$ cat config.mk
export PLATFORM = sky130hd
export DESIGN_NAME = lc1d_cell
export DESIGN_NICKNAME = d
export VERILOG_FILES = /design/src/rtl/core/lc1d_pkg.sv /design/src/rtl/core/lc1d_cell.sv
export SDC_FILE = /design/constraint.sdc
export NUM_CORES = 1
export LEC_CHECK = 0
export BUFFER_PORTS_ARGS = -buffer_cell sky130_fd_sc_hd__buf_2
export CAP_MARGIN = 20
export CORE_AREA = 8 8 198 388
export DETAILED_ROUTE_END_ITERATION = 10
export DIE_AREA = 0 0 206 396
export PLACE_DENSITY = 0.5
export SYNTH_ARGS = -nofsm -noshare
export SYNTH_HDL_FRONTEND = slang
export SYNTH_SLANG_ARGS = --single-unit
$ cat constraint.sdc
create_clock -name clk -period 13.3 [get_ports clk]
set_input_delay 1.995 -clock clk [delete_from_list [all_inputs] [get_ports clk]]
set_output_delay 1.995 -clock clk [all_outputs]
set_load 0.01 [all_outputs]
$ cat src/rtl/core/lc1d_pkg.sv
// ----------------------------------------------------------------------------
// lc1d_pkg
// Shared types and constants for the 1-D linear convolution unit.
// ----------------------------------------------------------------------------
package lc1d_pkg;

  localparam int MAX_TAPS_DEF = 32;
  localparam int DATA_W       = 32;
  localparam int KLEN_W       = 6;
  localparam int IDX_W        = 5;

  localparam logic ACT_COEF   = 1'b0;
  localparam logic ACT_SAMPLE = 1'b1;

  localparam logic [KLEN_W-1:0] KLEN_RESET = KLEN_W'(1);

  typedef struct packed {
    logic                     action;
    logic [IDX_W-1:0]         tap_index;
    logic signed [DATA_W-1:0] sample;
    logic                     final_sample;
  } in_item_t;

  typedef struct packed {
    logic signed [DATA_W-1:0] result;
    logic                     last_result;
  } out_item_t;

  typedef struct packed {
    logic shift;
    logic tail;
    logic clear;
    logic prod_en;
  } cell_ctrl_t;

  typedef enum logic [1:0] {
    ST_IDLE,
    ST_PROD,
    ST_ACC,
    ST_DONE
  } state_t;

endpackage

$ cat src/rtl/core/lc1d_cell.sv
// ----------------------------------------------------------------------------
// lc1d_cell
// One tap of the chain: coefficient, delayed sample, product and partial sum.
// ----------------------------------------------------------------------------
module lc1d_cell (
  input  logic                          clk,
  input  logic                          rst,
  input  lc1d_pkg::cell_ctrl_t          ctrl,
  input  logic                          enable,
  input  logic                          coef_we,
  input  logic [lc1d_pkg::DATA_W-1:0]   coef_data,
  input  logic [lc1d_pkg::DATA_W-1:0]   smp_in,
  input  logic [lc1d_pkg::DATA_W-1:0]   psum_in,
  output logic [lc1d_pkg::DATA_W-1:0]   smp_out,
  output logic [lc1d_pkg::DATA_W-1:0]   psum_out
);

  logic [lc1d_pkg::DATA_W-1:0] coeff;
  logic [lc1d_pkg::DATA_W-1:0] smp;
  logic [lc1d_pkg::DATA_W-1:0] prod;
  logic [lc1d_pkg::DATA_W-1:0] psum;
  logic [lc1d_pkg::DATA_W-1:0] mult;

  assign mult = coeff * smp;

  always_ff @(posedge clk) begin
    if (rst) begin
      coeff <= '0;
      smp   <= '0;
    end else begin
      if (coef_we) begin
        coeff <= coef_data;
      end
      if (ctrl.clear) begin
        smp <= '0;
      end else if (ctrl.shift) begin
        smp <= smp_in;
      end
    end
  end

  always_ff @(posedge clk) begin
    if (ctrl.prod_en) begin
      prod <= enable ? mult : '0;
    end
    psum <= psum_in + prod;
  end

  assign smp_out  = smp;
  assign psum_out = psum;

endmodule

==> out/qor.csv <==
metric,value,unit
Register Area,2880,um2
Tot Pwr,1420,uW
CTS Hold Bufs,0,
DRC,0,
DR pass1 iterations,5,
Multi-input gate area,16400,um2
number of global-route vias before repair,17918,
WP data required,13.61,ns
remaining antenna violation count after routing,0,
clock tree buffer depth,2,
Final Setup Violations,0,
fin crit share,56.6,%
Worst Clk Skew,0.0166,ns
CP max stage delay,1.04,ns
Fmax,0.133,GHz
IO buf count,166,
CTS buffer count,17,
# fillers,7575,
Row Count,139,
worst slack at placement,5.75,ns
gpl congestion,0.888,
"top cells by area, synth","fa_1 (39%), ha_1 (9.1%), dfxtp_1 (9.1%), and2_1 (8.2%), inv_1 (7.2%)",
Die Ht,396,um
synthesized area per cell,9.34,um2
RSZ-0062 raised after global routing,no,
post-CTS resize count,0,
Worst slew margin,26.9,%
initial antenna violation count,0,
dpl cells,3275,
P&R area growth vs syn,11.2,%
slowest CP cell,dfxtp_1,
"count leader, synth",fa_1,
WS Path Type,flip-flop to flip-flop,
Vias,15643,
layout cells sized above 1,10.4,%
cell area power density,60.1,nW/um2
synthesized instance count,2274,
Leak Pwr,0.0113,uW
# nets final,3046,
status,"complete, no violations",
Via density,4.73,
hpwl dp,54.2,mm
Post-synth top flop,dfxtp_1,
core area,71700,um2
crit path buf inv count,5,
largest net degree at the start of global routing,34,
maxcap violations,0,
Die Area,81600,um2
register area share after synthesis,13.6,%
CP Cell Sequence,nand2_1 > fa_1 > inv_1 > fa_1 > inv_1 > fa_1 > inv_1 > fa_1 > inv_1 > fa_1 > inv_1 > fa_1 > fa_1 > fa_1 > ha_1 > nand2_1 > o21ai_0 > a21oi_1 > o21ai_0 > nand2_1 > a21oi_1 > mux2i_1,
Worst Path Max Fanout,21,
warnings from Yosys,0,
Worst R2R Setup Slack,5.78,ns
leading area contributor after synthesis,fa_1,
critical path launch point type,flip-flop,
CTS tree,built,
family with the most delay on the worst path,adder cells,
CP dominant cell by count,fa_1,
Post-CTS Setup Repair Bufs,0,
synth unique cells,65,
effective utilization at floorplan,29.6,%
GRT Overall Usage,16.7,%
syn_nets,2941,
Root Driver,clkbuf_16,
Final WS setup,5.78,ns
htree depth,4,
setup TNS,0,ns
Worst setup EP type,flip-flop,
CTS Sinks,128,
Pins Over Slew Limit,0,
WL final,65.8,mm
"Hold Vio Cnt, Final",0,
synthesized flop and latch total,128,
WP data arrival,7.83,ns
Syn Std Cell Area,21200,um2
clk_lat worst skew,0.48,ns
GRT overflow,0,
post-DR wirelength/cell,19.9,um
Die X,206,um
Top-Level Pins,168,
Finished Layout Cells,3309,
DRT iter0 DRCs,584,
Post-synth EDFFs,32,
worst min path class,flip-flop to flip-flop,
clk slew on worst S/H paths,0.06,ns
Final min period,7.52,ns
most common library cells after synthesis,"fa_1 (409), inv_1 (407), nand2_1 (281), and2_1 (278), ha_1 (154)",
post-synth top area share,38.6,%
ys async rst share,0,%
Worst Max-Slew Pin Slew,1.09,ns
Peak supply drop,0.000105,V
first-pass GRT wire length,102,mm
layout by cell type, fill, tap and decap left out, types with 9 or more instances in the layout:
cell type	netlist	final
nor3_1	11	11
o21ai_0	20	20
buf_4	0	34
buf_2	3	166
and2_1	278	278
xnor2_1	76	76
dfxtp_1	96	95
clkbuf_16	0	17
nor2_1	118	118
a21oi_1	39	39
xor2_1	27	27
nand2_1	281	281
o21bai_1	9	9
edfxtp_1	32	32
a211oi_1	9	9
mux2i_1	65	65
fa_1	409	409
nand3_1	11	11
ha_1	154	154
a21o_1	21	21
o21a_1	12	12
inv_1	407	407
sequential cells by signal, summed over array words and instances, names as in the netlist:
name,flops
smp_out,32
psum_out,32
prod,32
coeff,32
area by class of cell:
cell class / instances / share of cell area (%)
Antenna cell: 1 / 0.0106
Clock buffer: 22 / 2.01
Clock inverter: 10 / 0.418
Inverter: 408 / 6.48
Multi-Input combinational cell: 1623 / 69.3
Sequential cell: 128 / 12.2
Tap cell: 916 / 4.85
Timing Repair Buffer: 201 / 4.68
final timing paths:
| check | from | endpoint | cells after the start |
|---|---|---|---|
| max | smp_out[13] | prod[30] | 22 |
| min | coeff[8] | coeff[8] | 2 |
| max reg2reg | smp_out[13] | prod[30] | 22 |
| min reg2reg | coeff[8] | coeff[8] | 2 |
metrics by stage:
stage | util (%) | hold WS [ns] | instance area (um2)
global route | 33.0 | 0.523 | 23600
global placement | 32.1 | 0.476 | 23000
CTS | 32.9 | 0.501 | 23600
detailed placement | 32.1 | 0.486 | 23000
floorplan | - | 0.437 | 21200
finish | 33.0 | 0.493 | 23600
metal layers:
| metal | track usage (%) | vias up | wire [um] |
|---|---|---|---|
| li1 | - | 7105 | - |
| met2 | 32.9 | 375 | 37500 |
| met1 | 15.9 | 8017 | 22200 |
| met5 | 0 | - | 0 |
| met3 | 2.12 | 146 | 2030 |
| met4 | 9.79 | 0 | 4060 |
power breakdown:
| part | switching, uW | internal [uW] | leakage (uW) | total, uW |
|---|---|---|---|---|
| registers | 36.9 | 447 | 0.00112 | 483 |
| clock network | 199 | 274 | 0.000289 | 473 |
| logic | 275 | 188 | 0.00992 | 463 |
| total | 511 | 909 | 0.0113 | 1420 |
tightest hold or removal path: cells and delay by family (launching register included):
family           cells  cell delay, ns
DFF                  1            0.33
and+or+nand+nor      1            0.07
muxes                1            0.06
cell families after synthesis:
logic type      Yosys count  share of synthesized area (%)
compound gates          158                           5.23
xor+xnor                104                           4.35
fa+ha+maj               563                           47.6
buf+inv                 523                           9.30
flops                   128                           13.6
mux                      65                           3.06
simple gates            733                           16.8
Power figures use the tool's default switching activity.
