<file path="src/rtl/core/lc1d_pkg.sv">
// ----------------------------------------------------------------------------
// lc1d_pkg
// Shared types and constants for the 1-D linear convolution unit.
// ----------------------------------------------------------------------------
package lc1d_pkg;

  localparam int MAX_TAPS_DEF = 32;
  localparam int DATA_W       = 32;
  localparam int KLEN_W       = 6;
  localparam int IDX_W        = 5;

  localparam logic ACT_COEF   = 1'b0;
  localparam logic ACT_SAMPLE = 1'b1;

  localparam logic [KLEN_W-1:0] KLEN_RESET = KLEN_W'(1);

  typedef struct packed {
    logic                     action;
    logic [IDX_W-1:0]         tap_index;
    logic signed [DATA_W-1:0] sample;
    logic                     final_sample;
  } in_item_t;

  typedef struct packed {
    logic signed [DATA_W-1:0] result;
    logic                     last_result;
  } out_item_t;

  typedef struct packed {
    logic shift;
    logic tail;
    logic clear;
    logic prod_en;
  } cell_ctrl_t;

  typedef enum logic [1:0] {
    ST_IDLE,
    ST_PROD,
    ST_ACC,
    ST_DONE
  } state_t;

endpackage

</file>
<file path="src/rtl/core/lc1d_ctrl.sv">
// ----------------------------------------------------------------------------
// lc1d_ctrl
// Sequencer for the tap chain and output register.
// ----------------------------------------------------------------------------
module lc1d_ctrl #(
  parameter int MAX_TAPS = lc1d_pkg::MAX_TAPS_DEF
) (
  input  logic                               clk,
  input  logic                               rst,
  input  logic                               in_valid,
  output logic                               in_ready,
  input  logic                               in_action,
  input  logic                               in_final,
  input  logic [$clog2(MAX_TAPS+1)-1:0]      n_taps,
  input  logic [lc1d_pkg::DATA_W-1:0]        sum,
  output lc1d_pkg::cell_ctrl_t               cc,
  output logic                               coef_we,
  output logic                               out_valid,
  input  logic                               out_ready,
  output lc1d_pkg::out_item_t                out_item
);

  localparam int NW = $clog2(MAX_TAPS + 1);
  localparam int TW = $clog2(MAX_TAPS);

  lc1d_pkg::state_t state, state_next;
  logic [TW-1:0]    cnt, cnt_next;
  logic [TW-1:0]    tail_left, tail_left_next;
  logic             fin, fin_next;
  logic             out_load;
  logic             out_last;
  logic [TW-1:0]    n_m1;

  assign n_m1 = TW'(n_taps - NW'(1));

  always_ff @(posedge clk) begin
    if (rst) begin
      state     <= lc1d_pkg::ST_IDLE;
      cnt       <= '0;
      tail_left <= '0;
      fin       <= 1'b0;
      out_valid <= 1'b0;
    end else begin
      state     <= state_next;
      cnt       <= cnt_next;
      tail_left <= tail_left_next;
      fin       <= fin_next;
      if (out_load) begin
        out_valid <= 1'b1;
      end else if (out_ready) begin
        out_valid <= 1'b0;
      end
    end
  end

  always_ff @(posedge clk) begin
    if (out_load) begin
      out_item.result      <= sum;
      out_item.last_result <= out_last;
    end
  end

  always_comb begin
    state_next     = state;
    cnt_next       = cnt;
    tail_left_next = tail_left;
    fin_next       = fin;
    in_ready       = 1'b0;
    coef_we        = 1'b0;
    cc             = '0;
    out_load       = 1'b0;
    out_last       = fin && (tail_left == '0);
    unique case (state)
      lc1d_pkg::ST_IDLE: begin
        in_ready = 1'b1;
        if (in_valid) begin
          if (in_action == lc1d_pkg::ACT_COEF) begin
            coef_we = 1'b1;
          end else begin
            cc.shift       = 1'b1;
            fin_next       = in_final;
            tail_left_next = in_final ? n_m1 : '0;
            state_next     = lc1d_pkg::ST_PROD;
          end
        end
      end
      lc1d_pkg::ST_PROD: begin
        cc.prod_en = 1'b1;
        cnt_next   = '0;
        state_next = lc1d_pkg::ST_ACC;
      end
      lc1d_pkg::ST_ACC: begin
        cnt_next = cnt + TW'(1);
        if (cnt == n_m1) begin
          state_next = lc1d_pkg::ST_DONE;
        end
      end
      lc1d_pkg::ST_DONE: begin
        if (!out_valid || out_ready) begin
          out_load = 1'b1;
          if (tail_left != '0) begin
            tail_left_next = tail_left - TW'(1);
            cc.shift       = 1'b1;
            cc.tail        = 1'b1;
            state_next     = lc1d_pkg::ST_PROD;
          end else begin
            cc.clear   = fin;
            state_next = lc1d_pkg::ST_IDLE;
          end
        end
      end
      default: begin
        state_next = lc1d_pkg::ST_IDLE;
      end
    endcase
  end

endmodule

</file>
<file path="config.mk">
export PLATFORM = sky130hd
export DESIGN_NAME = lc1d_ctrl
export DESIGN_NICKNAME = d
export VERILOG_FILES = /design/src/rtl/core/lc1d_pkg.sv /design/src/rtl/core/lc1d_ctrl.sv
export SDC_FILE = /design/constraint.sdc
export NUM_CORES = 1
export LEC_CHECK = 0
export BUFFER_PORTS_ARGS = -buffer_cell sky130_fd_sc_hd__buf_2
export CAP_MARGIN = 20
export CORE_MARGIN = 2
export CORE_UTILIZATION = 35
export DETAILED_ROUTE_END_ITERATION = 16
export GPL_TIMING_DRIVEN = 0
export SYNTH_ARGS = -nofsm -noshare
export SYNTH_HDL_FRONTEND = slang
export SYNTH_SLANG_ARGS = --single-unit
</file>
<file path="constraint.sdc">
create_clock -name clk -period 5.3 [get_ports clk]
set_input_delay 0.795 -clock clk [delete_from_list [all_inputs] [get_ports clk]]
set_output_delay 0.795 -clock clk [all_outputs]
set_load 0.05 [all_outputs]
</file>
==> impl_metrics.csv <==
group,metric,value,unit
detailed_routing,post_drt_wl_per_cell,12.2,um
global_route,grt_pass1_wl,6190,um
cts,cts_hold_buf,0,
finish,post-route-util,0.474,
global_route,grt_use_total,0.126,
critical_path,timing_worst_setup_path_type,"flop to output pin",
critical_path,crit_buf_inv,3,
pwr,powerDensity,398,nW/um^2
cts,cts.sinks,47,
critical_path,worstPathMaxFanout,17,
finish,layout.nets,304,
critical_path,end_kind,"output pin",
floorplanning,chipWidth,79.5,um
cts,cts_root_buffer,"clkbuf_8",
synthesis,synth_fp_nets,214,
detailed_routing,dr.first_iter.drc_count,64,
place,gp_congestion,0.791,
synthesis,synth_enable_flop_cells,33,
floorplanning,fp.dieH,79.5,um
critical_path,cp_cell_sequence,"ha_1, clkbuf_1, nand2b_1, inv_1, nand2_1, a21oi_1, buf_2",
pwr,ir_drop,0.163,mV
global_route,grt_pass1_vias,1331,
run,max_cap_viol_count,0,
detailed_routing,vias_per_cell,4.56,
finish,layout_common_cells,"82 x buf_2, 33 x edfxtp_1, 17 x nor2_1",
sta,finalMaxSlewViolations,0,
detailed_routing,dr.pass1.iters,4,
global_route,grt_max_degree,19,
synthesis,ys.flop_type,"edfxtp_1",
cts,cts_tree,"yes",
critical_path,crit_required,4.51,ns
sta,hold_ws,0.512,ns
floorplanning,start_util,0.362,
synthesis,ys_warn_count,0,
sta,max_slew_margin,0.528,
pwr,power,1040,uW
synthesis,synthCells,162,
cts,cts_resized,0,
sta,finalSetupViolCount,0,
synthesis,yosysSeqAreaShare,0.637,
cts,htree_levels,2,
sta,hold_viol_final,0,
detailed_routing,drc,0,
worst_hold_path,hold_class,"flop to flop",
synthesis,syn_area,2000,sq um
global_route,gr-total-overflow,0,
synthesis,synth_cell_types,36,
sta,finClkSkew,0.00469,ns
cts,path_clk_slew,0.08,ns
place,dp_hpwl,3130,um
floorplanning,core,5510,sq um
synthesis,async_reset_ff_frac,0,
critical_path,slowest_delay,0.54,ns
global_route,antenna_found_initial,0,
sta,finalSetupTns,0,ns
synthesis,ys_seq_elements,47,
cts,clk_latency,0.29,ns
cts,clockBufferDepth,2,
finish,drive_above_1_share,0.368,
status,status,"completed",
floorplanning,rows,27,
critical_path,start_kind,"flop",
sta,tightestPinTransition,0.707,ns
finish,layout_commonest_cell,"buf_2",
sta,fmax,299,MHz
detailed_routing,ant_nets,0,
critical_path,critical_path.top_delay_family,"buffers and inverters",
finish,n_antenna_cell,0,
finish,syn_to_final_growth,30.9,%
pwr,p_leak,0.00110,uW
cts,numCtsBuffers,5,
cts,post_cts_buffers,0,
finish,fillers,511,
floorplanning,io_pins,84,
place,io_buffers,82,
sta,rsz0062_at_grt,"false",
synthesis,syn_avg_cell_area,12.3,sq um
detailed_routing,vias,1482,
sta,fin_crit_sh,0.631,
critical_path,worst_ep_arrival_time,2.55,ns
floorplanning,die-area,6320,sq um
critical_path,slowest_stage,"inv_1",
detailed_routing,wl,3970,um
sta,fin_crit,3.35,ns
cell families after synthesis:
kind of cell / share of synthesized area
DFF: 0.637
and+or+nand+nor: 0.137
xor gates and xnor gates: 0.0527
buffers and inverters: 0.0282
AOI/OAI and AO/OA: 0.0796
muxes: 0.0150
adders and majority gates: 0.0502
path summary, 6_finish.rpt:
| check | depth (start not counted) | end | startpoint | slack (ns) |
|---|---|---|---|---|
| min reg2reg | 2 | tail_left[0]$_SDFFE_PP0P_ | tail_left[0]$_SDFFE_PP0P_ | 0.51 |
| min | 2 | tail_left[0]$_SDFFE_PP0P_ | tail_left[0]$_SDFFE_PP0P_ | 0.51 |
| max | 7 | cc[3] | state[1]$_SDFFE_PP0P_ | 1.95 |
| max reg2reg | 5 | out_item[7]$_DFFE_PP_ | state[1]$_SDFFE_PP0P_ | 3.18 |
worst reg2reg max path, delay by kind of cell (launching register included):
family | cells | cell delay, ns
fa+ha+maj | 1 | 0.17
buf+inv | 3 | 1.12
flops | 1 | 0.41
simple gates | 1 | 0.13
sequential cells by signal (all words and copies together), names as in the netlist:
name / cells
cnt: 5
fin: 1
out_item: 33
out_valid: 1
state: 2
tail_left: 5
cell type report:
cell class	instances	area [sq um]	area share
clock inverters	3	20.0	0.00766
repair buffers	83	438	0.168
plain buffers	4	15.0	0.00575
flip-flops and latches	47	1270	0.487
clock buffers	5	68.8	0.0263
well taps	72	90.1	0.0345
inverters	11	41.3	0.0158
multi-input cells	100	668	0.256
stage by stage:
stage               area [sq um]  std cells  worst slack, ns
global route                2610        325             1.65
finish                      2610        325             1.95
floorplan                   2000        162             1.86
detailed placement          2520        317             2.11
CTS                         2610        325             1.85
global placement            2500        316             1.73
cells in the mapped netlist, drive strengths merged (3+ instances only):
cell type,n,area [sq um]
a21oi,7,35.0
clkbuf,4,15.0
dfxtp,14,280
edfxtp,33,991
ha,8,100
inv,11,41.3
mux2i,3,30.0
nand2,8,30.0
nand2b,6,37.5
nand3,5,25.0
nand4,3,18.8
nor2,17,63.8
nor3,3,15.0
o21ai,6,30.0
xnor2,7,61.3
xor2,5,43.8
power breakdown:
| group | total, uW | internal (uW) | switching [uW] |
|---|---|---|---|
| sequential | 463 | 435 | 28.7 |
| clock | 205 | 91.9 | 113 |
| combinational | 372 | 125 | 247 |
| total | 1040 | 652 | 389 |
metal layers:
metal,global-route usage,up-vias,part of all wire
met2,0.211,74,0.43
met5,0,-,0
li1,-,755,-
met3,0.0305,6,0.098
met1,0.159,647,0.46
met4,0.0414,0,0.012
Note: power is estimated with default switching activity, not from simulation.
